## src/sv/gpd_pkg.sv

```systemverilog
`timescale 1ns / 1ps
// ----------------------------------------------------------------------------
// Gait phase detector package
// Shared types, codes and sizes for the gait phase detector.
// ----------------------------------------------------------------------------
package gpd_pkg;

	// Field widths
	localparam int TIME_W    = 32;
	localparam int FORCE_W   = 24;
	localparam int THRESH_W  = 23;
	localparam int EVT_W     = 33;
	localparam int SQ_W      = 2 * FORCE_W - 1;
	localparam int NORM_W    = SQ_W + 2;
	localparam int THRSQ_W   = 2 * THRESH_W;

	// Default depth of the queue between classifier and tracker
	localparam int QUEUE_DEPTH_DEF = 4;

	// Event time or duration that is not known yet
	localparam logic [EVT_W-1:0] TIME_NONE = '1;

	// Per-leg contact phase
	typedef enum logic [1:0] {
		LEG_INVALID = 2'd0,
		LEG_SWING   = 2'd1,
		LEG_STANCE  = 2'd2
	} leg_phase_t;

	// Gait phase codes
	localparam logic [1:0] GAIT_DOUBLE      = 2'd0;
	localparam logic [1:0] GAIT_LEFT_SWING  = 2'd1;
	localparam logic [1:0] GAIT_RIGHT_SWING = 2'd2;
	localparam logic [1:0] GAIT_INVALID     = 2'd3;

	// Leading leg codes
	localparam logic [1:0] LEAD_NONE  = 2'd0;
	localparam logic [1:0] LEAD_RIGHT = 2'd1;
	localparam logic [1:0] LEAD_LEFT  = 2'd2;

	// Classified sample handed from front to back
	typedef struct packed {
		logic [TIME_W-1:0] sample_time;
		logic              right_stance;
		logic              left_stance;
	} sample_class_t;

	// Occupancy of the classifier pipeline
	typedef struct packed {
		logic busy_s1;
		logic busy_s2;
	} front_status_t;

endpackage

```

## src/sv/gpd_queue.sv

```systemverilog
`timescale 1ns / 1ps
// ----------------------------------------------------------------------------
// Gait phase detector queue
// Small circular queue of classified samples between classifier and tracker.
// ----------------------------------------------------------------------------
module gpd_queue
	import gpd_pkg::*;
#(
	parameter int DEPTH = QUEUE_DEPTH_DEF,
	localparam int PW = (DEPTH > 1) ? $clog2(DEPTH) : 1,
	localparam int CW = $clog2(DEPTH + 1)
) (
	input  logic          clk,
	input  logic          arst_n,
	input  logic          push,
	input  sample_class_t push_data,
	input  logic          pop,
	output logic          not_empty,
	output sample_class_t pop_data,
	output logic [CW-1:0] count
);

	sample_class_t   mem [DEPTH];
	logic [PW-1:0]   wr_ptr_q, rd_ptr_q;
	logic [CW-1:0]   count_q;

	// Write the incoming beat
	always_ff @(posedge clk) begin
		if (push) begin
			mem[wr_ptr_q] <= push_data;
		end
	end

	// Advance pointers and track occupancy
	always_ff @(posedge clk or negedge arst_n) begin
		if (!arst_n) begin
			wr_ptr_q <= '0;
			rd_ptr_q <= '0;
			count_q  <= '0;
		end else begin
			if (push) begin
				wr_ptr_q <= (wr_ptr_q == PW'(DEPTH - 1)) ? '0 : wr_ptr_q + 1'b1;
			end
			if (pop) begin
				rd_ptr_q <= (rd_ptr_q == PW'(DEPTH - 1)) ? '0 : rd_ptr_q + 1'b1;
			end
			if (push && !pop) begin
				count_q <= count_q + 1'b1;
			end else if (pop && !push) begin
				count_q <= count_q - 1'b1;
			end
		end
	end

	assign not_empty = count_q != '0;
	assign pop_data  = mem[rd_ptr_q];
	assign count     = count_q;

endmodule

```

## config.mk

```make
export PLATFORM = sky130hd
export DESIGN_NAME = gpd_queue
export DESIGN_NICKNAME = d
export VERILOG_FILES = /design/src/sv/gpd_pkg.sv /design/src/sv/gpd_queue.sv
export SDC_FILE = /design/constraint.sdc
export NUM_CORES = 1
export LEC_CHECK = 0
export ABC_AREA = 1
export BUFFER_PORTS_ARGS = -buffer_cell sky130_fd_sc_hd__buf_2
export CAP_MARGIN = 10
export CORE_MARGIN = 2
export CORE_UTILIZATION = 55
export CTS_BUF_LIST = sky130_fd_sc_hd__clkbuf_8
export CTS_CLUSTER_SIZE = 8
export DETAILED_ROUTE_END_ITERATION = 10
export PLACE_DENSITY = 0.76
export SYNTH_ARGS = -nofsm -noshare
export SYNTH_HDL_FRONTEND = slang
export SYNTH_SLANG_ARGS = --single-unit
```

## constraint.sdc

```tcl
create_clock -name clk -period 2 [get_ports clk]
set_clock_uncertainty 0.1 [all_clocks]
set_input_delay 0.4 -clock clk [delete_from_list [all_inputs] [get_ports clk]]
set_output_delay 0.4 -clock clk [all_outputs]
set_load 0.01 [all_outputs]
```

## Word level (Yosys, flattened, before mapping)

Memories as Yosys holds them, arrays and structs flattened.
Index checks and enable logic that the tools add are counted.

| word-level totals | value |
|---|---|
| register bits | 7 |
| bits in writable memories | 136 |
| bits of input ports | 38 |
| output and inout bits | 38 |
| logic and storage cells | 22 |
| memories | 1 |

Memories:

| memory | words | bits a word | rd ports | clocked after memory_dff | wr ports | line | source |
|---|---|---|---|---|---|---|---|
| mem | 4 | 34 | 1 | 0 | 1 | gpd_queue.sv:23 | `sample_class_t mem [DEPTH];` |

| cells by class | value |
|---|---|
| add/subtract/negate cells | 4 |
| eq/ne operators | 2 |
| multiplexer cells | 6 |
| reductions and logical operators | 6 |

Operator list:

| cell | count |
|---|---|
| 3-bit two-way mux | 2 |
| 2-bit by 1-bit adder with 2-bit output, second input constant | 2 |
| 2-bit equality test, second input constant | 2 |
| 2-bit two-way mux | 2 |
| 3-bit by 1-bit adder with 3-bit output, second input constant | 1 |
| 3-bit nonzero test | 1 |
| 3-bit by 1-bit subtractor with 3-bit output, second input constant | 1 |
| 1-bit logical AND | 2 |
| 1-bit zero test | 2 |
| 1-bit two-way mux | 2 |
| 2-bit nonzero test | 1 |

## Depth between registers and ports, before layout

Gate-level depths: netlist of the first run.

| depth | value |
|---|---|
| word-level depth | 4 |
| depth in mapped cells | 9 |
| gate-level depth less buffers | 9 |

## Worst setup path after synthesis of the first run

Ideal clock, no wire load.

| timing path | value |
|---|---|
| kind | reg2reg |
| from | reg wr_ptr_q[0] |
| to | mem mem[0][0] (netlist bit) (enable) |
| setup time | 389 ps |
| arrival | 1,332 ps |
| data required time | 1,511 ps |
| path slack | 180 ps |
| cell stages (with the launch flop) | 5 |
| path through | dfrtp_1 > inv_1 > ha_1 > nand2_1 > inv_1 |

RTL lines:

| what | line | source |
|---|---|---|
| from (decl) | gpd_queue.sv:24 | `logic [PW-1:0] wr_ptr_q, rd_ptr_q;` |
| from (signal assigned) | gpd_queue.sv:42 | `wr_ptr_q <= (wr_ptr_q == PW'(DEPTH - 1)) ? '0 : wr_ptr_q + 1'b1;` |
| to (decl) | gpd_queue.sv:23 |  |

Straight into the memory's write port.

==> results of run 1 <==
## flip-flops by register name, indices dropped and copies added, names as in the netlist
signal / count
wr_ptr_q: 2
rd_ptr_q: 2
mem: 136
count: 3
## stage by stage
stage	worst slack (ps)	setup TNS, ps	hold WS [ps]
final	-180	-2760	83.0
after global routing	-273	-6700	58.8
after CTS	-135	-2740	64.3
after detailed placement	233	0	158
after global placement	291	0	150
after floorplan	180	0	4.41
## cell usage in the layout (no fill, tap or decap), types with 2 or more instances in the layout
master	n
bufinv_16	4
o211ai_1	68
clkbuf_8	17
nand2_2	3
nor2_1	3
ha_1	6
buf_4	12
edfxtp_1	136
inv_1	77
buf_8	2
clkinvlp_4	3
inv_2	2
dfrtp_1	7
buf_2	74
o21ai_0	4
inv_4	2
nand2_1	115
clkinv_1	4
clkinv_2	2
buf_12	5
## worst max-delay path: cells and delay by family, from the launching register on
kind / cells / cell delay (ps)
flip-flops: 1 / 390
AND/OR/NAND/NOR: 1 / 90
AO/OA/AOI/OAI: 1 / 210
buffers and inverters: 4 / 560
## how the worst max path moves through the flow
| stage | cells after the start | startpoint | slack (ps) | endpoint |
|---|---|---|---|---|
| after floorplan | 4 | wr_ptr_q[0]$_DFFE_PN0P_ | 180 | mem[0][0]$_DFFE_PP_ |
| after global placement | 6 | rd_ptr_q[0]$_DFFE_PN0P_ | 290 | pop_data[14] |
| after detailed placement | 8 | push | 230 | count[2]$_DFFE_PN0P_ |
| after CTS | 6 | rd_ptr_q[0]$_DFFE_PN0P_ | -140 | pop_data[2] |
| after global routing | 6 | rd_ptr_q[0]$_DFFE_PN0P_ | -270 | pop_data[16] |
| final | 6 | rd_ptr_q[0]$_DFFE_PN0P_ | -180 | pop_data[5] |
## cells by family (layout without fill, tap and decap cells)
| family | count (synthesis) | in the layout | synth area share |
|---|---|---|---|
| flip-flops | 143 | 143 | 0.722 |
| AO/OA/AOI/OAI | 72 | 72 | 0.0900 |
| buffers and inverters | 103 | 209 | 0.0910 |
| adder cells (fa/ha/maj) | 7 | 7 | 0.0161 |
| XOR/XNOR | 1 | 1 | 0.00149 |
| AND/OR/NAND/NOR | 123 | 123 | 0.0789 |
## report_power, final
part | internal [W] | switching (W) | leakage, nW
clock network | 0.00133 | 0.00102 | 0.205
logic | 0.00129 | 0.00199 | 1.35
registers | 0.00384 | 0.000164 | 1.33
## cell type report
type,instances,area [µm²]
clock buffer,17,234
tap,136,170
clock inverter,14,176
fill,755,3450
sequential,143,4260
timing repair buffer,97,664
inverter,81,309
multi-input combinational,203,1110
## what timing repair did
item                       4_1_cts  5_1_grt
setup endpoints to repair       34       34
hold buffers                     1        0
cloned                           1        1
hold endpoints to repair         7        0
setup buffers                    4        0
resized for setup               12        1
## routing by layer
metal  vias to the layer above  part of all wire
li1                       1739                 -
met1                      1718              0.43
met2                       100              0.49
met3                        21             0.058
met4                         2             0.020
met5                         -            0.0012
==> flow_summary.yaml, run 1 <==
placed_design:
  gp_congestion: 0.721
  dpl.hpwl_um: 6620
  port_buffers: 75
  dpl_cell_area_um2: 6370
  dp.cells: 653
cts:
  clk_latency_ps: 430
  htreeDepth: 4
  clkTransAtPathRegs_ps: 80
  tritoncts: "built"
  ctsRootBufferMaster: "clkbuf_8"
  clk_path_buf_depth: 2
  cts-buffers-inserted: 17
  cts_sinks: 143
worst_setup_path:
  max_stage_delay_ps: 390
  r2r_end: "mem[0][15]$_DFFE_PP_"
  reg2reg_depth: 5
  crit_fanout: 16
  crit_required_ps: 1500
  end_kind: "output pin"
  r2r_start: "wr_ptr_q[0]$_DFFE_PN0P_"
  r2r_slack_ps: 430
  path_cells: "inv_4, buf_4, buf_16, o211ai_1, nand2_1, buf_2"
  arrival_ps: 1680
  cp-start-kind: "register"
  cp_slowest_cell: "dfrtp_1"
  crit_type: "reg -> out"
sta:
  hold_viol: 0
  period_minus_slack_ps: 2180
  drv_slew: 0
  setup_viol: 34
  clock.fmax_mhz: 459
  rsz0062_at_grt: "true"
  worst_slack_ps: -180
  final_min_period_over_clock_period: 1.09
  slew_headroom: 0.767
  tightest_slew_ps: 350
yosys:
  ys_seq_area_frac: 0.722
  syn_avg_cell_area_um2: 13.1
  yosys_warnings: 0
  synthTopCellsByArea: "edfxtp_1 69%, o211ai_1 8.7%, nand2_1 7.5%, inv_1 5.0%, dfrtp_1 3.0%"
  yosys.area.top_type: "edfxtp_1"
  async_flop_share: 0.0490
  synth.distinct_cells: 17
  synth_commonest_cells: "136 x edfxtp_1, 118 x nand2_1, 79 x inv_1, 68 x o211ai_1, 10 x buf_6"
  synth_most_common_cell: "edfxtp_1"
  ys_seq_elements: 143
  synth_cells: 449
  synth_edf_count: 136
  syn_nets: 494
  ys.flop_type: "edfxtp_1"
  syn-cell-area_um2: 5900
  synth_top_area_share: 0.693
cells_and_area:
  fin_util: 0.667
  fin_cells: 691
  syn_to_final_growth_pct: 17.4
  drive_gt1_frac: 0.234
  design_area_um2: 6920
  nNetsFinal: 588
  diodes: 0
detailed_routing:
  drt_iter0_markers: 247
  route.antenna.remaining_nets: 0
  via_count: 3580
  drt-wirelength-per-cell_um: 16.0
  firstDrtPassIters: 6
  drc: 0
  drt_wl_total_um: 11100
  viasPerCell: 5.18
global_route:
  grt_pass1_wl_um: 17900
  grt_max_degree: 43
  use_met1: 0.261
  track_usage: 0.209
  use_met2: 0.337
  gr-total-overflow: 0
  top_usage_layer: "met2"
  grt_pass1_vias: 3709
  antenna_found_initial: 2
  gr-usage-met3: 0.0660
floorplanning:
  coreArea_um2: 10400
  num_io_pins: 76
  core.rowCount: 37
  initial_utilization: 0.569
  die-area_um2: 11600
  fp.dieH_um: 108
  dieWidth_um: 108
outcome:
  status: "complete, but fails checks"
  violations: "setup timing"
hold_path:
  hold_start: "push_data[2]"
  holdPathEnd: "mem[0][2]$_DFFE_PP_"
  hold-path-cell-count: 1
  hold_class: "in -> reg"
power:
  p_leak_nw: 2.89
  powerDensity_nw_per_um2: 1390
  peakVddDrop_mv: 0.714
  power.total_w: 0.00964
flow_run:
  max-cap-violations: 0
No activity file was read; power rests on OpenSTA's default activity.
==> run 2: changes to the inputs <==
Settings changed: CORE_UTILIZATION 55 to 40, CTS_BUF_LIST sky130_fd_sc_hd__clkbuf_8 to unset, PLACE_DENSITY 0.76 to unset.
Clock period 2 ns to 2.85 ns, I/O delays scaled along.
==> run 2 against run 1 <==
Effect of this change:
- the run now ends clean
- core utilization down 18 points
- register-to-register slack improved by 570 ps
- global-route usage is 6.9 points lower
- clock power shrank 2%
- wire length down 6.4%
- sequential power shrank 30%
- critical path type unchanged
- critical endpoint is now pop_data[8]
==> flow_summary.yaml, run 2 (synthesis results as in run 1) <==
global_route:
  grt_pass1_vias: 3404
  gr-total-overflow: 0
  antenna_found_initial: 1
  grt_pass1_wl_um: 16800
  grt_max_degree: 53
  track_usage: 0.140
cells_and_area:
  nNetsFinal: 578
  largest_register_ffs: 136
  diodes: 0
  drive_gt1_frac: 0.222
  layout_commonest_cell: "edfxtp_1"
  final_cell_mix: "136 x edfxtp_1, 118 x nand2_1, 75 x inv_1, 75 x buf_2, 68 x o211ai_1"
  regMostFlops: "mem"
  fin_cells: 730
  syn_to_final_growth_pct: 19.2
detailed_routing:
  via_count: 3416
  firstDrtPassIters: 4
  route.antenna.remaining_nets: 0
  viasPerCell: 4.68
  drc: 0
  drt-wirelength-per-cell_um: 14.2
  drt_wl_total_um: 10400
  drt_iter0_markers: 208
placed_design:
  port_buffers: 75
  pre_cts_slack_ps: 667
  gp_congestion: 0.718
  dpl.hpwl_um: 6440
  dp.cells: 697
sta:
  worst_slack_ps: 236
  slew_headroom: 0.610
  setup_viol: 0
  hold_viol: 0
  rsz0062_at_grt: "false"
  drv_slew: 0
  tightest_slew_ps: 584
  final_min_period_over_clock_period: 0.917
  clock.fmax_mhz: 383
  tns_ps: 0
  fin_hold_ws_ps: 267
  period_minus_slack_ps: 2610
worst_setup_path:
  r2r_start: "wr_ptr_q[1]$_DFFE_PN0P_"
  reg2reg_depth: 5
  end_kind: "output pin"
  r2r_end: "mem[1][10]$_DFFE_PP_"
  r2r_slack_ps: 1000
  crit_type: "reg -> out"
  cp-start-kind: "register"
  crit_fanout: 52
  arrival_ps: 1940
  crit_required_ps: 2180
floorplanning:
  coreArea_um2: 14500
  initial_utilization: 0.407
  core.rowCount: 44
  die-area_um2: 15700
  fp.dieH_um: 125
  num_io_pins: 76
  dieWidth_um: 125
cts:
  clkTransAtPathRegs_ps: 60
  ctsRootBufferMaster: "clkbuf_16"
  cts-buffers-inserted: 17
  clk_path_buf_depth: 2
  htreeDepth: 4
  clk_latency_ps: 410
  cts_setup_buffers: 0
  cts_sinks: 143
  tritoncts: "built"
hold_path:
  holdPathEnd: "mem[2][18]$_DFFE_PP_"
  hold-path-cell-count: 1
  hold_start: "push_data[18]"
  hold_class: "in -> reg"
outcome:
  status: "completed"
power:
  powerDensity_nw_per_um2: 1020
  p_leak_nw: 2.92
  peakVddDrop_mv: 0.619
flow_run:
  max-cap-violations: 0
-- run 2: cell count changes in the layout (fill, tap and decap cells not counted), moves of 3 or more --
| cell | before | now |
|---|---|---|
| clkbuf_16 | 1 | 17 |
| clkbuf_8 | 17 | 0 |
| buf_4 | 12 | 8 |
| nand2_2 | 3 | 0 |
| inv_2 | 2 | 5 |
| nand2_1 | 115 | 118 |
-- run 2: stage by stage --
step / total power (W) / cell area [µm²] / util
after floorplan: 0.00432 / 5900 / -
after global routing: 0.00761 / 7030 / 0.485
after global placement: 0.00491 / 6390 / 0.441
final: 0.00717 / 7030 / 0.485
after detailed placement: 0.00496 / 6390 / 0.441
after CTS: 0.00728 / 7030 / 0.485
-- run 2: per-layer routing --
metal	part of all wire	vias to the layer above	routed length [µm]	GRT usage
met4	0.013	2	133	0.0523
met3	0.058	16	603	0.0565
met5	0.0013	-	13	0
met2	0.50	64	5170	0.237
li1	-	1717	-	-
met1	0.43	1617	4440	0.159
-- run 2: cell type report --
class                   count  area [µm²]
fillers                  1260        7450
flip-flops and latches    143        4260
multi-input cells         203        1100
repair buffers             87         505
clock buffers              18         429
inverters                  81         307
well taps                 184         230
clock inverters            14         196
-- run 2: repair_timing --
| action | in CTS | in global routing |
|---|---|---|
| resized for setup | 0 | 0 |
| hold endpoints to repair | 7 | 0 |
| hold buffers | 1 | 0 |
-- run 2: critical path, stage by stage (launching register included) --
cell      delay, ps
dfrtp_1         410
inv_4           380
buf_4           320
nand2_1         100
o211ai_1         90
nand2_1          90
buf_2           140
-- run 2: how the worst max path moves through the flow --
stage,start,endpoint,depth (start not counted)
global route,rd_ptr_q[0]$_DFFE_PN0P_,pop_data[12],6
CTS,rd_ptr_q[0]$_DFFE_PN0P_,pop_data[8],6
global placement,rd_ptr_q[0]$_DFFE_PN0P_,pop_data[14],6
floorplan,wr_ptr_q[0]$_DFFE_PN0P_,mem[0][0]$_DFFE_PP_,4
detailed placement,rd_ptr_q[0]$_DFFE_PN0P_,pop_data[14],6
finish,rd_ptr_q[0]$_DFFE_PN0P_,pop_data[8],6
-- run 2: power breakdown --
group | switching, W | total (W) | internal (W)
logic | 0.00131 | 0.00205 | 0.000735
registers | 0.000107 | 0.00281 | 0.00270
clock network | 0.000776 | 0.00231 | 0.00153
