==> src/sv/gpd_pkg.sv <==
`timescale 1ns / 1ps
// ----------------------------------------------------------------------------
// Gait phase detector package
// Shared types, codes and sizes for the gait phase detector.
// ----------------------------------------------------------------------------
package gpd_pkg;

	// Field widths
	localparam int TIME_W    = 32;
	localparam int FORCE_W   = 24;
	localparam int THRESH_W  = 23;
	localparam int EVT_W     = 33;
	localparam int SQ_W      = 2 * FORCE_W - 1;
	localparam int NORM_W    = SQ_W + 2;
	localparam int THRSQ_W   = 2 * THRESH_W;

	// Default depth of the queue between classifier and tracker
	localparam int QUEUE_DEPTH_DEF = 4;

	// Event time or duration that is not known yet
	localparam logic [EVT_W-1:0] TIME_NONE = '1;

	// Per-leg contact phase
	typedef enum logic [1:0] {
		LEG_INVALID = 2'd0,
		LEG_SWING   = 2'd1,
		LEG_STANCE  = 2'd2
	} leg_phase_t;

	// Gait phase codes
	localparam logic [1:0] GAIT_DOUBLE      = 2'd0;
	localparam logic [1:0] GAIT_LEFT_SWING  = 2'd1;
	localparam logic [1:0] GAIT_RIGHT_SWING = 2'd2;
	localparam logic [1:0] GAIT_INVALID     = 2'd3;

	// Leading leg codes
	localparam logic [1:0] LEAD_NONE  = 2'd0;
	localparam logic [1:0] LEAD_RIGHT = 2'd1;
	localparam logic [1:0] LEAD_LEFT  = 2'd2;

	// Classified sample handed from front to back
	typedef struct packed {
		logic [TIME_W-1:0] sample_time;
		logic              right_stance;
		logic              left_stance;
	} sample_class_t;

	// Occupancy of the classifier pipeline
	typedef struct packed {
		logic busy_s1;
		logic busy_s2;
	} front_status_t;

endpackage

==> src/sv/gpd_back.sv <==
`timescale 1ns / 1ps
// ----------------------------------------------------------------------------
// Gait phase detector event tracker
// Detects heel strikes and toe offs, latches event times, forms support
// durations and drives the registered result beat.
// ----------------------------------------------------------------------------
module gpd_back
	import gpd_pkg::*;
(
	input  logic             clk,
	input  logic             arst_n,
	input  logic             q_not_empty,
	input  sample_class_t    q_data,
	output logic             pop,
	output logic             out_valid,
	input  logic             out_ready,
	output logic [1:0]       gait_phase,
	output logic [1:0]       leading_leg,
	output logic [EVT_W-1:0] toe_off_time,
	output logic [EVT_W-1:0] heel_strike_time,
	output logic [EVT_W-1:0] double_support_time,
	output logic [EVT_W-1:0] single_support_time,
	output logic             detector_ready
);

	leg_phase_t       r_prev_q, l_prev_q;
	logic [EVT_W-1:0] toe_q, heel_q, ds_q, ss_q;
	logic [1:0]       lead_q;
	logic             out_valid_q;

	logic             hs_r, hs_l, to_r, to_l;
	leg_phase_t       r_now, l_now;
	logic [EVT_W-1:0] toe_n, heel_n, ds_n, ss_n;
	logic [1:0]       lead_n, phase_n;
	logic             ready_n;

	// Take a beat when the result register is free or being drained
	assign pop = q_not_empty && (!out_valid_q || out_ready);

	// Detect events and form the next state
	always_comb begin
		r_now = q_data.right_stance ? LEG_STANCE : LEG_SWING;
		l_now = q_data.left_stance ? LEG_STANCE : LEG_SWING;
		hs_r  = (r_prev_q == LEG_SWING) && q_data.right_stance;
		hs_l  = (l_prev_q == LEG_SWING) && q_data.left_stance;
		to_r  = (r_prev_q == LEG_STANCE) && !q_data.right_stance;
		to_l  = (l_prev_q == LEG_STANCE) && !q_data.left_stance;

		toe_n  = (to_r || to_l) ? {1'b0, q_data.sample_time} : toe_q;
		heel_n = (hs_r || hs_l) ? {1'b0, q_data.sample_time} : heel_q;

		ds_n = ds_q;
		if (!heel_n[EVT_W-1] && ($signed(toe_n) > $signed(heel_n))) begin
			ds_n = toe_n - heel_n;
		end
		ss_n = ss_q;
		if (!toe_n[EVT_W-1] && ($signed(heel_n) > $signed(toe_n))) begin
			ss_n = heel_n - toe_n;
		end

		lead_n = lead_q;
		if (hs_r) begin
			lead_n = LEAD_RIGHT;
		end else if (hs_l) begin
			lead_n = LEAD_LEFT;
		end

		case ({q_data.right_stance, q_data.left_stance})
			2'b11:   phase_n = GAIT_DOUBLE;
			2'b10:   phase_n = GAIT_LEFT_SWING;
			2'b01:   phase_n = GAIT_RIGHT_SWING;
			default: phase_n = GAIT_INVALID;
		endcase

		ready_n = !heel_n[EVT_W-1] && !toe_n[EVT_W-1] && !ds_n[EVT_W-1] &&
			!ss_n[EVT_W-1] && (lead_n != LEAD_NONE) && (phase_n != GAIT_INVALID);
	end

	// Hold tracker state and result valid
	always_ff @(posedge clk or negedge arst_n) begin
		if (!arst_n) begin
			r_prev_q    <= LEG_INVALID;
			l_prev_q    <= LEG_INVALID;
			toe_q       <= TIME_NONE;
			heel_q      <= TIME_NONE;
			ds_q        <= TIME_NONE;
			ss_q        <= TIME_NONE;
			lead_q      <= LEAD_NONE;
			out_valid_q <= 1'b0;
		end else begin
			if (pop) begin
				r_prev_q    <= r_now;
				l_prev_q    <= l_now;
				toe_q       <= toe_n;
				heel_q      <= heel_n;
				ds_q        <= ds_n;
				ss_q        <= ss_n;
				lead_q      <= lead_n;
				out_valid_q <= 1'b1;
			end else if (out_ready) begin
				out_valid_q <= 1'b0;
			end
		end
	end

	// Load the result payload
	always_ff @(posedge clk) begin
		if (pop) begin
			gait_phase          <= phase_n;
			leading_leg         <= lead_n;
			toe_off_time        <= toe_n;
			heel_strike_time    <= heel_n;
			double_support_time <= ds_n;
			single_support_time <= ss_n;
			detector_ready      <= ready_n;
		end
	end

	assign out_valid = out_valid_q;

endmodule

==> config.mk <==
export PLATFORM = sky130hd
export DESIGN_NAME = gpd_back
export DESIGN_NICKNAME = d
export VERILOG_FILES = /design/src/sv/gpd_pkg.sv /design/src/sv/gpd_back.sv
export SDC_FILE = /design/constraint.sdc
export NUM_CORES = 1
export LEC_CHECK = 0
export BUFFER_PORTS_ARGS = -buffer_cell sky130_fd_sc_hd__buf_4
export CAP_MARGIN = 0
export CORE_UTILIZATION = 37
export DETAILED_ROUTE_END_ITERATION = 10
export PLACE_DENSITY = 0.58
export SLEW_MARGIN = 20
export SYNTH_ARGS = -nofsm -noshare
export SYNTH_HDL_FRONTEND = slang
export SYNTH_SLANG_ARGS = --single-unit
export TNS_END_PERCENT = 10
==> constraint.sdc <==
create_clock -name clk -period 8.4 [get_ports clk]
set_input_delay 2.1 -clock clk [delete_from_list [all_inputs] [get_ports clk]]
set_output_delay 2.1 -clock clk [all_outputs]
set_load 0.005 [all_outputs]
== Yosys cells after proc, flatten, opt, wreduce, memory -nomap -nowiden ==
Cells that the tools add are included.
Storage, ports and cells
  bits in registers: 276
  input bits: 38
  output and inout port bits: 139
Operators by class
  add/sub/neg operators: 2
  $lt $le $gt $ge: 2
  equal/unequal tests: 8
  mux-type cells: 11
  reduce and logical (&&, ||, !) cells: 24
Operators with widths (count)
  $mux W33: 4
  $gt A33 B33 Y1: 2
  $sub A33 B33 Y33: 2
  $logic_and A1 B1 Y1: 12
  $eq A2 B2 Y1 const B: 4
  $mux W2: 4
  $logic_not A1 Y1: 7
  $eq A2 B1 Y1 const B: 3
  $pmux W2 S3: 1
  $reduce_bool A2 Y1: 2
  $logic_or A1 B1 Y1: 3
  $mux W1: 2
  $ne A2 B2 Y1 const B: 1

== Depth between registers and ports, before layout ==
Gate-level depths: netlist (run 1).
  word-level depth: 12
  depth in mapped cells: 19

== Worst setup path before layout (run 1) ==
OpenSTA, ideal clock, no wires.
  path type: input to register
  start: in q_data[1] (netlist bit)
  end: reg double_support_time[14], data pin
  library setup time: 260 ps
  arrival time: 5998 ps
  data required time: 8140 ps
  path slack: 2142 ps
  stages: 17
  buffers on the path: 4
  path through: and3b_1 -> buf_2 -> nor2_4 -> buf_1 -> mux2i_1 -> inv_1 -> ha_1 -> clkbuf_1 -> nand4_1 -> nor4_1 -> and2_1 -> and4b_1 -> nand4_1 -> and3_1 -> nand2_2 -> buf_2 -> mux2_2
Between the ends
  elaborated cells between the ends (all ways): 12
  those cells by class: add/sub: 1; order compare: 1; mux: 3; reduce/logical: 7
RTL lines
  start, declared: line gpd_back.sv:13  | input sample_class_t q_data,
  $logic_and A1 B1 Y1: line gpd_back.sv:44  | hs_r = (r_prev_q == LEG_SWING) && q_data.right_stance;
  $logic_or A1 B1 Y1: line gpd_back.sv:50  | heel_n = (hs_r || hs_l) ? {1'b0, q_data.sample_time} : heel_q;
  $mux W33: line gpd_back.sv:50
  named net heel_n[25]: line gpd_back.sv:33  | logic [EVT_W-1:0] toe_n, heel_n, ds_n, ss_n;
  $gt A33 B33 Y1: line gpd_back.sv:53  | if (!heel_n[EVT_W-1] && ($signed(toe_n) > $signed(heel_n))) begin
  $logic_and A1 B1 Y1: line gpd_back.sv:53
  $mux W33: line gpd_back.sv:53
  named net ds_n[14]: line gpd_back.sv:33
  end signal, assigned: line gpd_back.sv:113  | double_support_time <= ds_n;
  end, declared: line gpd_back.sv:21  | output logic [EVT_W-1:0] double_support_time,
The timed path passes the listed nets, and every way through them passes these cells.
A chain may end at the register's enable or synchronous reset.

== Final worst setup path (run 1) ==
  start: in q_data[1] (netlist bit)
  end: reg detector_ready, data pin
Between the ends
  elaborated cells between the ends (all ways): 31
  those cells by class: add/sub: 2; order compare: 2; eq/ne: 4; mux: 6; reduce/logical: 17
RTL lines
  $logic_and A1 B1 Y1 (*): line gpd_back.sv:44
  $logic_or A1 B1 Y1 (*): line gpd_back.sv:50
  $mux W33 (*): line gpd_back.sv:50
  named net heel_n[25]: line gpd_back.sv:33
  $gt A33 B33 Y1: line gpd_back.sv:53
  $logic_and A1 B1 Y1: line gpd_back.sv:53
  $mux W33 (*): line gpd_back.sv:53
  named net ds_n[32]: line gpd_back.sv:33
  $logic_not A1 Y1 (*): line gpd_back.sv:75  | ready_n = !heel_n[EVT_W-1] && !toe_n[EVT_W-1] && !ds_n[EVT_W-1] &&
  $logic_and A1 B1 Y1 (*) (2 in series): line gpd_back.sv:75
  $logic_and A1 B1 Y1 (*) (2 in series): line gpd_back.sv:76  | !ss_n[EVT_W-1] && (lead_n != LEAD_NONE) && (phase_n != GAIT_INVALID);
  named net ready_n: line gpd_back.sv:35  | logic ready_n;
  end signal, assigned: line gpd_back.sv:115  | detector_ready <= ready_n;
  end, declared: line gpd_back.sv:23  | output logic detector_ready
Mark *: on every way through the listed nets, which the timed path passes. The rest lies on a longest branch.

==> results.py, run 1 <==
metrics = {
    "logic_synthesis": {
        "syn-cell-area_um2": 15500,
        "synth.avg_cell_area_um2": 11.7,
        "synth_area_leaders": "edfxtp_1 27%, dfstp_2 22%, mux2_2 8.4%, ha_1 5.2%, mux2_1 4.7%",
        "yosysSeqAreaShare_pct": 50.0,
        "syn_nets": 1426,
        "synth-edff-count": 137,
        "yosys.area.top_type_share_pct": 26.5,
        "syn_inst": 1324,
        "synth-seq-cells": 276,
        "async_reset_ff_share_pct": 50.4,
        "synth.largest_area_cell": "edfxtp_1",
        "synth_cell_type_count": 85,
        "ys.flop_type": "edfxtp_1",
        "yosys_warnings": 0,
    },
    "grt": {
        "grtUsageTotal_pct": 20.7,
        "gr-usage-met2_pct": 30.3,
        "grt_overflow": 0,
        "grt-busiest-layer": "met1",
        "antenna_found_initial": 0,
        "grt_pass1_vias": 10800,
        "grt_start_max_net_pins": 75,
        "grt_use_met3_pct": 2.03,
        "grtUsageMet1_pct": 32.9,
        "grt_pass1_wl_mm": 66.9,
    },
    "power": {
        "power_leakage_nw": 7.76,
        "max-vdd-ir-drop_v": 0.000159,
        "powerDensity_nw_per_um2": 465,
    },
    "routing": {
        "drc": 0,
        "viasPerCell": 5.39,
        "wirelength_mm": 44.2,
        "firstDrtPassIters": 10,
        "drt_first_iter_violations": 748,
        "wl_per_cell_um": 21.7,
        "drtAntennaViolNets": 0,
        "vias": 11000,
    },
    "timing": {
        "drv_slew": 0,
        "fin_crit_sh_pct": 80.6,
        "tightestPinTransition_ns": 0.972,
        "setup_viol": 0,
        "fmax_mhz": 148,
        "rsz0062_at_grt": "false",
        "layout_min_cycle_time_ns": 6.77,
        "finalHoldViolCount": 0,
        "tns_ns": 0,
        "relSlewSlack_pct": 35.2,
        "finClkSkew_ns": 0.0116,
    },
    "place": {
        "gp_congestion": 0.904,
        "dpl.hpwl_mm": 33.3,
        "place_area_um2": 17300,
        "io_buffers": 176,
    },
    "setup_path": {
        "reg2reg_depth": 15,
        "r2r_setup_slack_ns": 2.82,
        "worstSetupStartpoint": "q_data[1]",
        "end_kind": "flop",
        "crit_type": "input port to flop",
        "critical_path_peak_fanout": 34,
        "critPathArrivalTime_ns": 7.15,
        "crit_end": "detector_ready",
        "reg2reg_to": "detector_ready",
        "startpoint_type": "input port",
        "required_ns": 8.78,
        "reg2reg_from": "r_prev_q[0]",
    },
    "layout": {
        "diodes": 0,
        "nNetsFinal": 1583,
        "final_cell_mix": "186 x buf_4, 137 x edfxtp_1, 132 x dfstp_2",
        "layout_commonest_cell": "buf_4",
        "syn2layout_area_growth_pct": 18.1,
        "fin_area_um2": 18300,
        "layout-drive-gt1-share_pct": 34.6,
    },
    "hold_path": {
        "worstHoldPathType": "flop to flop",
        "worstHoldStart": "ss_q[30]",
    },
    "clock_tree": {
        "cts_buffers": 31,
        "post-cts-setup-buffer-count": 0,
        "cts_tree": "done",
        "clk_latency_ns": 0.58,
        "cts_resized": 0,
        "cts.sinks": 276,
        "htree_levels": 1,
        "cts.clk_slew.worst_paths_ns": 0.06,
        "cts_hold_buf": 0,
        "clock_tree.root_cell": "clkbuf_16",
        "cts_buffer_depth": 3,
    },
    "job": {
        "maxCapViolations": 0,
    },
    "floorplan": {
        "ios": 177,
        "core_region_area_um2": 41100,
        "initial_core_util_pct": 37.7,
        "num_rows": 74,
        "die_w_um": 207,
        "die_area_um2": 42700,
        "fp.dieH_um": 207,
    },
    "run_status": {
        "status": "finished, final reports clean",
    },
}
Yosys cell counts (all sizes together), types with 3 or more instances:
master  count
o21bai     19
a41oi       3
nor2b      11
o311a       3
a21boi      4
buf        34
a21oi      89
nor3       12
nand2b     10
nor4        4
nor2       54
o211ai      4
xor2       17
o21ai      77
o31a        5
a221oi      3
o31ai       5
a21o       37
edfxtp    137
and3        8
a31oi       4
nand2      89
inv        85
maj3        3
mux2i      51
dfrtp       7
ha         64
nand3      19
o21a       10
a311oi      4
xnor2      46
dfstp     132
or2         4
a211oi      4
clkbuf     28
mux2      181
nand4      18
and2        8
flip-flops by register name, summed over array words and instances (netlist names):
name                 cells
r_prev_q                 2
ss_q                    33
detector_ready           1
double_support_time     33
ds_q                    33
l_prev_q                 2
toe_q                   33
toe_off_time            33
single_support_time     33
leading_leg              2
out_valid                1
gait_phase               2
lead_q                   2
heel_strike_time        33
heel_q                  33
area by class of cell:
type	count	area, µm²
clock buffer	40	830
multi-input combinational	901	7150
inverter	85	324
sequential	276	7760
fill	3875	22800
tap	532	666
timing repair buffer	186	1400
clock inverter	18	181
worst min path at each step:
stage,endpoint,cells after the start
2_1_floorplan,ss_q[30],2
6_report,ss_q[30],2
3_3_place_gp,ss_q[30],2
5_1_grt,ss_q[30],2
4_1_cts,ss_q[30],2
3_5_place_dp,ss_q[30],2
power breakdown:
group	leakage, nW	switching (mW)	internal (mW)
Clock	0.494	0.562	0.789
Sequential	2.78	0.223	2.32
Combinational	4.49	2.76	1.86
Total	7.76	3.55	4.97
worst max-delay path, stage by stage:
cell and delay [ns]:
buf_4 0.14, and3b_1 0.27, nor2_4 0.70, mux2i_1 0.34, inv_1 0.10, ha_1 0.54, nand4_1 0.29, nor4_1 0.35
buf_4 0.18, and2_1 0.17, and4b_1 0.21, nand4_1 0.16, and3_1 0.29, nand2_2 0.69, mux2_4 0.37, a2111oi_4 0.20
cell families (layout without fill, tap and decap cells):
kind of cell               count (synthesis)  count (layout)  share of synthesized area (%)
xor gates and xnor gates                  63              63                           3.56
and+or+nand+nor                          249             249                           8.04
DFF                                      276             276                           50.0
buffers and inverters                    147             329                           3.85
muxes                                    232             232                           16.5
adders and majority gates                 67              67                           5.36
AOI/OAI and AO/OA                        290             290                           12.7
through the flow:
| step | setup slack (ns) | instances | utilization (%) | power [mW] | hold WS [ns] |
|---|---|---|---|---|---|
| after floorplan | 2.14 | 1324 | - | 5.48 | 0.446 |
| after global placement | 1.08 | 1980 | 42.1 | 7.10 | 0.456 |
| after detailed placement | 1.02 | 1980 | 42.1 | 7.13 | 0.460 |
| after CTS | 1.62 | 2038 | 44.5 | 8.55 | 0.469 |
| after global routing | 1.23 | 2038 | 44.5 | 9.06 | 0.485 |
| final | 1.63 | 2038 | 44.5 | 8.52 | 0.471 |
layer usage:
metal / up-vias / wire [µm]
li1: 5114 / -
met1: 5498 / 22400
met2: 332 / 18900
met3: 40 / 2290
met4: 0 / 640
met5: - / 0
No activity file was read; power rests on OpenSTA's default activity.
==> inputs of run 2 (changes only) <==
--- a/config.mk
+++ b/config.mk
@@ -9,7 +9,7 @@
 export CAP_MARGIN = 0
 export CORE_UTILIZATION = 37
 export DETAILED_ROUTE_END_ITERATION = 10
-export PLACE_DENSITY = 0.58
+export PLACE_DENSITY = 0.6
 export SLEW_MARGIN = 20
 export SYNTH_ARGS = -nofsm -noshare
 export SYNTH_HDL_FRONTEND = slang
==> constraint.sdc (replaced) <==
create_clock -name clk -period 5.73 [get_ports clk]
set_input_delay 1.4325 -clock clk [delete_from_list [all_inputs] [get_ports clk]]
set_output_delay 1.4325 -clock clk [all_outputs]
set_load 0.005 [all_outputs]
==> results.py, run 2 (synthesis results as in run 1) <==
metrics = {
    "setup_path": {
        "r2r_setup_slack_ns": 1.28,
        "worstSetupStartpoint": "q_data[0]",
        "critical_path_peak_fanout": 28,
        "crit_end": "double_support_time[28]",
        "reg2reg_to": "double_support_time[28]",
        "crit_type": "input port to flop",
        "startpoint_type": "input port",
        "end_kind": "flop",
        "required_ns": 6.04,
        "reg2reg_from": "l_prev_q[0]",
        "critPathArrivalTime_ns": 5.32,
        "reg2reg_depth": 16,
    },
    "floorplan": {
        "ios": 177,
        "fp.dieH_um": 207,
        "die_w_um": 207,
        "initial_core_util_pct": 37.7,
        "num_rows": 74,
        "core_region_area_um2": 41100,
        "die_area_um2": 42700,
    },
    "routing": {
        "wirelength_mm": 45.4,
        "drt_first_iter_violations": 745,
        "vias": 11100,
        "drtAntennaViolNets": 0,
        "viasPerCell": 5.34,
        "firstDrtPassIters": 7,
        "drc": 0,
        "wl_per_cell_um": 21.8,
    },
    "timing": {
        "finClkSkew_ns": 0.0133,
        "tns_ns": 0,
        "setup_viol": 0,
        "drv_slew": 0,
        "finalHoldViolCount": 0,
        "rsz0062_at_grt": "false",
        "relSlewSlack_pct": 56.4,
        "fmax_mhz": 200,
        "layout_min_cycle_time_ns": 5.01,
        "fin_crit_sh_pct": 87.4,
        "tightestPinTransition_ns": 0.649,
    },
    "clock_tree": {
        "cts_tree": "done",
        "cts.clk_slew.worst_paths_ns": 0.06,
        "htree_levels": 1,
        "cts_hold_buf": 0,
        "cts_buffers": 30,
        "cts.sinks": 276,
        "clk_latency_ns": 0.58,
        "post-cts-setup-buffer-count": 0,
        "clock_tree.root_cell": "clkbuf_16",
        "cts_buffer_depth": 3,
        "cts_resized": 0,
    },
    "grt": {
        "grt_pass1_vias": 11100,
        "grt_pass1_wl_mm": 68.3,
        "grtUsageTotal_pct": 21.2,
        "grt_start_max_net_pins": 92,
        "grt_overflow": 0,
        "antenna_found_initial": 0,
    },
    "run_status": {
        "status": "finished, final reports clean",
    },
    "place": {
        "gp_congestion": 0.942,
        "io_buffers": 176,
        "dpl.hpwl_mm": 34.8,
    },
    "layout": {
        "nNetsFinal": 1634,
        "utilization_pct": 45.7,
        "layout-drive-gt1-share_pct": 36.9,
        "final_cell_mix": "231 x buf_4, 137 x edfxtp_1, 132 x dfstp_2",
        "syn2layout_area_growth_pct": 21.0,
        "fillerInstances": 3822,
        "layout_commonest_cell": "buf_4",
    },
    "job": {
        "maxCapViolations": 0,
    },
    "power": {
        "p_total_mw": 12.8,
        "powerDensity_nw_per_um2": 681,
        "max-vdd-ir-drop_v": 0.000263,
        "power_leakage_nw": 8.04,
    },
    "hold_path": {
        "holdPathStages": 2,
        "worstHoldPathType": "flop to flop",
    },
}
[run 2: cell count changes in the layout (fill, tap and decap cells not counted), sizes merged]
cell | before | now
buf | 186 | 238
clkbuf | 40 | 39
clkinv | 12 | 10
clkinvlp | 1 | 3
diode | 0 | 1
inv | 87 | 86
[run 2: area by class of cell]
type / instances / area, µm² / area share, %
clock buffer: 39 / 816 / 4.35
timing repair buffer: 238 / 1870 / 9.99
sequential: 276 / 7760 / 41.3
multi-input combinational: 901 / 7150 / 38.1
tap: 532 / 666 / 3.55
antenna: 1 / 2.50 / 0.0133
clock inverter: 17 / 174 / 0.927
inverter: 85 / 324 / 1.73
[run 2: metrics by stage]
step                      cell area [µm²]  setup WS (ns)  instances  hold WS, ns
after detailed placement            17800          0.169       2032        0.466
final                               18800          0.723       2089        0.477
after CTS                           18800          0.774       2088        0.475
after floorplan                     15500          0.139       1324        0.446
after global placement              17800          0.211       2032        0.453
after global routing                18800          0.547       2088        0.498
[run 2: where the power goes]
group          switching (mW)  leakage (nW)  internal, mW
combinational            4.11          4.77          2.98
clock                   0.807         0.482          1.14
sequential              0.350          2.78          3.40
[run 2: worst min path at each step]
stage / slack [ns] / endpoint / start
global route: 0.50 / ss_q[30] / ss_q[30]
detailed placement: 0.47 / ss_q[30] / ss_q[30]
floorplan: 0.45 / ss_q[30] / ss_q[30]
CTS: 0.47 / ss_q[30] / ss_q[30]
global placement: 0.45 / ss_q[30] / ss_q[30]
finish: 0.48 / ss_q[30] / ss_q[30]
[run 2: worst max-delay path, cell delays in order]
cell	delay (ns)
buf_4	0.14
and3b_1	0.27
nor2_4	0.13
buf_12	0.23
mux2i_1	0.26
inv_1	0.11
ha_1	0.41
nand4_1	0.26
nor4_1	0.36
buf_4	0.18
and2_1	0.13
and4b_1	0.18
nand4_1	0.17
and3_1	0.31
nand2_2	0.13
buf_4	0.22
mux2_1	0.35
[run 2: layer usage]
| layer | vias to the layer above | GRT usage, % | wire length, µm |
|---|---|---|---|
| met5 | - | 0 | 0 |
| met3 | 42 | 3.64 | 2850 |
| met4 | 0 | 4.41 | 700 |
| met1 | 5540 | 32.2 | 22500 |
| met2 | 356 | 31.5 | 19400 |
| li1 | 5211 | - | - |
==> inputs of run 3 (changes only) <==
--- a/config.mk
+++ b/config.mk
@@ -9,7 +9,9 @@
 export CAP_MARGIN = 0
 export CORE_UTILIZATION = 37
 export DETAILED_ROUTE_END_ITERATION = 10
+export MAX_ROUTING_LAYER = met4
 export PLACE_DENSITY = 0.6
+export RECOVER_POWER = 25
 export SLEW_MARGIN = 20
 export SYNTH_ARGS = -nofsm -noshare
 export SYNTH_HDL_FRONTEND = slang
==> results.py, run 3 (synthesis results as in run 1) <==
metrics = {
    "timing": {
        "tightestPinTransition_ns": 3.26,
        "fmax_mhz": 194,
        "layout_min_cycle_time_ns": 5.16,
        "setup_viol": 0,
        "fin_crit_sh_pct": 90.1,
        "drv_slew": 60,
        "finalHoldViolCount": 0,
        "relSlewSlack_pct": -117,
        "rsz0062_at_grt": "false",
        "fin_ws_ns": 0.568,
        "tns_ns": 0,
        "finClkSkew_ns": 0.0189,
    },
    "layout": {
        "final_cell_mix": "232 x buf_4, 137 x edfxtp_1, 132 x dfstp_2",
        "utilization_pct": 45.7,
        "layout_commonest_cell": "buf_4",
        "nNetsFinal": 1638,
        "layout-drive-gt1-share_pct": 36.7,
        "syn2layout_area_growth_pct": 21.3,
    },
    "hold_path": {
        "worstHoldPathType": "flop to flop",
    },
    "power": {
        "power_frac_seq_pct": 29.2,
        "sw_frac_of_total_pct": 40.9,
        "p_switching_mw": 5.26,
        "combPwrFrac_pct": 55.1,
        "power_leakage_nw": 8.06,
        "intPower_mw": 7.60,
        "clkPwrFrac_pct": 15.8,
        "powerDensity_nw_per_um2": 684,
        "max-vdd-ir-drop_v": 0.000243,
    },
    "routing": {
        "wirelength_mm": 45.3,
        "drtAntennaViolNets": 0,
        "vias": 11000,
        "viasPerCell": 5.23,
        "drt_first_iter_violations": 686,
        "wl_per_cell_um": 21.7,
        "drc": 2,
        "firstDrtPassIters": 11,
    },
    "grt": {
        "grt_start_max_net_pins": 81,
        "grt_pass1_vias": 11100,
        "gr-usage-met2_pct": 30.9,
        "grt-busiest-layer": "met1",
        "grtUsageMet1_pct": 33.7,
        "grt_use_met3_pct": 2.17,
        "grt_overflow": 0,
        "grtUsageTotal_pct": 21.9,
        "grt_pass1_wl_mm": 68.4,
        "antenna_found_initial": 0,
    },
    "floorplan": {
        "ios": 177,
        "fp.dieH_um": 207,
        "initial_core_util_pct": 37.7,
        "num_rows": 74,
        "die_area_um2": 42700,
        "die_w_um": 207,
        "core_region_area_um2": 41100,
    },
    "setup_path": {
        "cp_cell_sequence": "clkbuf_1 > and3b_1 > nor2_1 > buf_12 > mux2i_1 > inv_1 > ha_1 > nand4_1 > nor4_1 > buf_4 > and2_1 > and4b_1 > nand4_1 > and3_1 > nand2_2 > buf_12 > mux2_2",
        "crit_end": "double_support_time[13]",
        "reg2reg_depth": 16,
        "reg2reg_to": "double_support_time[13]",
        "reg2reg_from": "l_prev_q[0]",
        "startpoint_type": "input port",
        "crit_path_max_incr_delay_ns": 0.40,
        "cp.depth": 17,
        "required_ns": 6.04,
        "worstSetupStartpoint": "q_data[0]",
        "cp_top_family": "simple AND/OR/NAND/NOR gates",
        "critPathArrivalTime_ns": 5.47,
        "critical_path_peak_fanout": 28,
        "crit_type": "input port to flop",
        "r2r_setup_slack_ns": 1.19,
        "end_kind": "flop",
        "critPathSlowestCell": "mux2i_1",
        "path_buf_inv": 5,
    },
    "clock_tree": {
        "clock_tree.root_cell": "clkbuf_16",
        "cts_buffer_depth": 3,
        "cts_resized": 0,
        "post-cts-setup-buffer-count": 0,
        "cts_tree": "done",
        "cts_hold_buf": 0,
        "cts_buffers": 30,
        "clk_latency_ns": 0.58,
        "cts.clk_slew.worst_paths_ns": 0.06,
        "htree_levels": 1,
        "cts.sinks": 276,
    },
    "place": {
        "io_buffers": 176,
        "gp_congestion": 0.920,
        "place_ws_ns": 0.192,
        "dpl.hpwl_mm": 35.0,
    },
    "job": {
        "maxCapViolations": 1,
    },
    "run_status": {
        "status": "complete, but fails checks",
        "violations": "design-rule violations, max-capacitance violations, max-slew violations",
    },
}
==> run 3: changes by cell type in the layout (fill, tap and decap cells not counted), moves of 2 or more <==
| cell | before | now |
|---|---|---|
| clkinv_2 | 8 | 4 |
| clkbuf_8 | 1 | 5 |
| nor2_1 | 52 | 54 |
| clkinv_1 | 1 | 5 |
==> run 3: worst min path at each step <==
stage / start / to / slack (ns) / depth (start not counted)
floorplan: ss_q[30] / ss_q[30] / 0.45 / 2
global placement: ss_q[30] / ss_q[30] / 0.45 / 2
detailed placement: ss_q[30] / ss_q[30] / 0.46 / 2
CTS: ss_q[30] / ss_q[30] / 0.47 / 2
global route: heel_q[32] / heel_q[32] / 0.49 / 1
finish: ss_q[30] / ss_q[30] / 0.47 / 2
==> run 3: layout make-up <==
| class | count | area, µm² |
|---|---|---|
| multi-input combinational | 901 | 7140 |
| clock inverter | 18 | 208 |
| tap | 532 | 666 |
| antenna | 1 | 2.50 |
| timing repair buffer | 242 | 1880 |
| clock buffer | 38 | 831 |
| sequential | 276 | 7760 |
| inverter | 85 | 324 |
| fill | 3860 | 22300 |
==> run 3: metal layers <==
| metal | routed length (µm) | up-vias |
|---|---|---|
| li1 | - | 5219 |
| met5 | 0 | - |
| met1 | 23400 | 5423 |
| met2 | 19100 | 272 |
| met3 | 2120 | 42 |
| met4 | 735 | 0 |
==> run 3: tightest hold or removal path, stage by stage, from the launching register on <==
cell	delay, ns
dfstp_2	0.37
nand2_1	0.05
o21ai_1	0.05
==> run 3: through the flow <==
step / hold slack (ns) / std cells / instance area (µm²) / power, mW
floorplan: 0.446 / 1324 / 15500 / 8.03
global placement: 0.453 / 2036 / 17800 / 10.7
detailed placement: 0.464 / 2036 / 17800 / 10.8
CTS: 0.473 / 2092 / 18800 / 12.9
global route: 0.494 / 2092 / 18800 / 13.7
finish: 0.473 / 2093 / 18800 / 12.9
==> run 3: power groups by stage <==
stage	sequential, mW	combinational [mW]	clock [mW]
after floorplan	3.70	4.33	0
after global placement	3.78	6.95	0
after detailed placement	3.80	7.00	0
after CTS	3.77	7.05	2.08
after global routing	3.85	7.67	2.15
final	3.75	7.08	2.03
